**src/rtl/cat_pkg.sv**
```systemverilog
`default_nettype none
package cat_pkg;

  localparam int GRID_SIDE = 64;
  localparam int ROW_W     = 64;
  localparam int ROWNUM_W  = 6;
  localparam int CNT_W     = (GRID_SIDE > 1) ? $clog2(GRID_SIDE) : 1;
  localparam int RULE_WORDS = 8;
  localparam int RULE_W    = 64;
  localparam int CFG_IDX_W = 3;
  localparam int RULE_BITS = RULE_WORDS * RULE_W;

  localparam logic [ROW_W-1:0] ROW_MASK = {ROW_W{1'b1}} >> (ROW_W - GRID_SIDE);
  localparam logic [CNT_W-1:0] CNT_LAST = CNT_W'(GRID_SIDE - 1);

  localparam logic [1:0] OP_WRITE   = 2'd0;
  localparam logic [1:0] OP_ADVANCE = 2'd1;
  localparam logic [1:0] OP_READ    = 2'd2;

  typedef struct packed {
    logic [1:0]          operation;
    logic [ROWNUM_W-1:0] row_number;
    logic [ROW_W-1:0]    row_cells_in;
  } in_item_t;

  typedef struct packed {
    logic [ROW_W-1:0] row_cells_out;
    logic [1:0]       finished_operation;
  } out_item_t;

endpackage
`default_nettype wire

```
**src/rtl/cat_cell.sv**
```systemverilog
`default_nettype none
module cat_cell (
  input  wire logic                      clk,
  input  wire logic                      rst_n,
  input  wire logic                      shift_en,
  input  wire logic [cat_pkg::ROW_W-1:0] d_in,
  output logic      [cat_pkg::ROW_W-1:0] q
);

  logic [cat_pkg::ROW_W-1:0] row_r;
  logic [cat_pkg::ROW_W-1:0] row_nxt;

  always_comb begin
    row_nxt = shift_en ? d_in : row_r;
  end

  always_ff @(posedge clk) begin
    if (!rst_n) begin
      row_r <= '0;
    end else begin
      row_r <= row_nxt;
    end
  end

  assign q = row_r;

endmodule
`default_nettype wire

```
**config.mk**
```make
export PLATFORM = sky130hd
export DESIGN_NAME = cat_cell
export DESIGN_NICKNAME = d
export VERILOG_FILES = /design/src/rtl/cat_pkg.sv /design/src/rtl/cat_cell.sv
export SDC_FILE = /design/constraint.sdc
export NUM_CORES = 1
export LEC_CHECK = 0
export BUFFER_PORTS_ARGS = -buffer_cell sky130_fd_sc_hd__clkbuf_2
export CAP_MARGIN = 20
export CORE_ASPECT_RATIO = 1.1
export CORE_MARGIN = 2
export CORE_UTILIZATION = 46
export CTS_BUF_LIST = sky130_fd_sc_hd__clkbuf_4 sky130_fd_sc_hd__clkbuf_8
export DETAILED_ROUTE_END_ITERATION = 7
export GPL_ROUTABILITY_DRIVEN = 0
export PLACE_DENSITY_LB_ADDON = 0.12
export SLEW_MARGIN = 20
export SYNTH_ARGS = -nofsm -noshare
export SYNTH_HDL_FRONTEND = slang
export SYNTH_SLANG_ARGS = --single-unit
```
**constraint.sdc**
```tcl
create_clock -name clk -period 1.19 [get_ports clk]
set_clock_uncertainty 0.05 [all_clocks]
set_input_delay 0.238 -clock clk [delete_from_list [all_inputs] [get_ports clk]]
set_output_delay 0.238 -clock clk [all_outputs]
set_load 0.005 [all_outputs]
```
# Yosys cells after proc, flatten, opt, wreduce, memory -nomap -nowiden
# Cells that the tools add are included.
# totals
word_cells	1
out_inout_bits	64
register_bits	64
in_bits	67

# Depth between registers and ports, before layout
# logic_depth
ltp_word	0
mapped_depth	4
ltp_nobuf	2

# Least setup slack after synthesis
# No wires, ideal clock.
# synth_path
kind	input -> register
startpoint	input shift_en
endpoint	register row_r (netlist bit q[10])
n_path_buf	2
t_required_ps	1024
path_stages	4
t_arrival_ps	771
setup_ps	116
slack_ps	253
path_cell_list	buf_6 buf_8 mux2i_1 nor2b_1
# synth_lines
element	line_no	text
start: declaration	cat_cell.sv:5	input wire logic shift_en,
end signal: assignment	cat_cell.sv:21	row_r <= row_nxt;
end: declaration	cat_cell.sv:10	logic [cat_pkg::ROW_W-1:0] row_r;

# Final worst setup path
# layout_path
startpoint	register row_r (netlist bit q[9])
endpoint	output q[9] in the netlist's numbering
# layout_lines
element	line_no	text
end: declaration	cat_cell.sv:7	output logic [cat_pkg::ROW_W-1:0] q
# No word-level cell between the ends.

==> results.cfg <==
[finish]
layout.nets = 404
largest_reg_flops = 64
stdcell_area_um2 = 3316
syn_to_final_growth_pct = 35.27
fill_cells = 442
antenna_cells = 0
drive_gt1_share_pct = 43.86
fin_util_pct = 65.43

[pwr]
internal-power_mw = 3.551
p_sw_share_pct = 23.00
power.share.combinational_pct = 12.5
peakVddDrop_v = 0.0008016
p_sw_mw = 1.060
clkPwrFrac_pct = 36.9
cellLeakagePower_nw = 1.719
power_density_nw_per_um2 = 1391
seqPwrFrac_pct = 50.6

[route]
drc_errors = 0
wl_per_cell_um = 12.06
drt_iter0_drc = 57
ant_nets = 0
vias = 1842
wirelength_mm = 4.823
first_pass_iters = 4
viasPerCell = 4.605

[floorplan]
die_area_um2 = 5929
coreArea_um2 = 5067
ios = 131
start_util_pct = 48.37
num_rows = 27
die_h_um = 80.56
fp.dieW_um = 73.60

[synth]
syn_avg_cell_area_um2 = 11.90
synthSimpleGateAreaFrac_pct = 16.33
yosys_register_bits = 64
yosys.area_share.adder_pct = 0
syn-num-nets = 273
ys_types = 7
ys_warn_count = 0
synth.area.mux_share_pct = 26.14
synth_top_family_by_area = multiplexers
seq_area_frac_synth_pct = 52.27
netlist_instances = 206
synthXorXnorAreaFrac_pct = 0
synth_compound_area_share_pct = 0
syn_area_um2 = 2451

[worst_setup_path]
worstPathArrival_ns = 0.81
crit_type = reg -> out
cp_top_family = flip-flops
r2r-end = q[9]
endpoint_kind = output pin
cp_max_fo = 2
reg2reg_depth = 2
cp_slowest_cell = dfxtp_1
cpPeakStageDelay_ns = 0.35
cp-start-kind = flop
timing.rr.start = q[9]
critPathRequiredTime_ns = 0.90
rrSetupSlack_ns = 0.50
path_cells = clkbuf_2
critical_path_buf_inv_count = 1

[placed_design]
dpl_cell_area_um2 = 3128
preCtsSetupSlack_ns = 0.09622
place_hpwl_mm = 3.500
port_buffers = 130

[global_route]
grt_start_max_net_pins = 53
grt-ovfl-total = 0
grt_usage_pct = 16.51
grt_pass1_vias = 1753
grt_pass1_wl_mm = 7.445
grt_antenna_before_repair = 0

[sta]
fin_crit_sh_pct = 91.91
setup_tns_ns = 0
rsz0062_at_grt = false
max_freq_mhz = 914.3
timing.final.ws_setup_ns = 0.09632
max_slew.worst_pin.slew_ns = 0.2292
min_period_ns = 1.094
hold_violations = 0
max_slew_margin_pct = 84.72
setup_viol = 0
finalMaxSlewViolations = 0

[clock_tree]
postCtsSetupBuffers = 0
post_cts_resized = 0
hold_buffers = 0
clock_latency_ns = 0.32
cts_tree = yes
cts_buffers = 9
htree_levels = 3
clock_sinks = 64
clockRootBuffer = clkbuf_8
clk_path_buf_depth = 2
path_clk_slew_ns = 0.07

[job]
cap_violations = 0

[min_path]
hold_start = d_in[57]
holdPathEnd = q[57]
hp-class = in -> reg
hold_depth = 3

[run_status]
status = finished, final reports clean
-- worst max path at each step --
stage / end / from / cells past startpoint / slack, ns
floorplan: q[10] / shift_en / 4 / 0.25
global placement: q[21] / shift_en / 4 / 0.12
detailed placement: q[6] / shift_en / 4 / 0.1
CTS: q[9] / q[9] / 1 / 0.08
global route: q[54] / q[54] / 1 / 0.06
finish: q[9] / q[9] / 1 / 0.1
-- final cells by class --
class,count,area (um2),area share (%)
flip-flops and latches,64,1281,38.64
multi-input cells,128,1041,31.40
repair buffers,134,733.2,22.11
clock buffers,13,172.7,5.208
well taps,58,72.57,2.189
clock inverters,3,15.01,0.4528
-- cell usage in the layout (no fill, tap or decap) --
| master | count |
|---|---|
| clkbuf_2 | 129 |
| buf_4 | 1 |
| buf_12 | 4 |
| clkinv_2 | 3 |
| mux2i_1 | 64 |
| clkbuf_4 | 1 |
| clkbuf_8 | 12 |
| nor2b_1 | 64 |
| dfxtp_1 | 64 |
-- synth_stat cells --
library cell,number,area [um2]
clkbuf_2,1,5.000
buf_8,6,90.09
dfxtp_1,64,1281
mux2i_1,64,640.6
buf_6,1,11.26
clkbuf_1,6,22.52
nor2b_1,64,400.4
-- layer usage --
layer | share of wire, % | wire, um | vias up | track usage (%)
met5 | 0 | 0 | - | 0
met2 | 48 | 2312 | 77 | 27.32
met1 | 42 | 2018 | 821 | 17.64
met4 | 1.2 | 57 | 0 | 8.000
li1 | - | - | 938 | -
met3 | 9.0 | 435 | 6 | 7.403
-- cell families after synthesis --
group | Yosys count
multiplexers | 64
AND/OR/NAND/NOR | 64
buffers and inverters | 14
flip-flops | 64
-- power groups by stage --
stage	registers [mW]	logic (mW)	clock network, mW
floorplan	2.39	0.308	0
global placement	2.38	0.579	0
detailed placement	2.38	0.586	0
CTS	2.33	0.588	1.75
global route	2.35	0.640	1.85
finish	2.33	0.576	1.70
-- through the flow --
| stage | instances | hold slack [ns] | total power [mW] |
|---|---|---|---|
| final | 400 | 0.1193 | 4.611 |
| after detailed placement | 384 | 0.4503 | 2.965 |
| after global placement | 384 | 0.4424 | 2.956 |
| after global routing | 400 | 0.1023 | 4.836 |
| after CTS | 400 | 0.1060 | 4.670 |
| after floorplan | 206 | 0.3575 | 2.698 |
No activity file was read; power rests on OpenSTA's default activity.
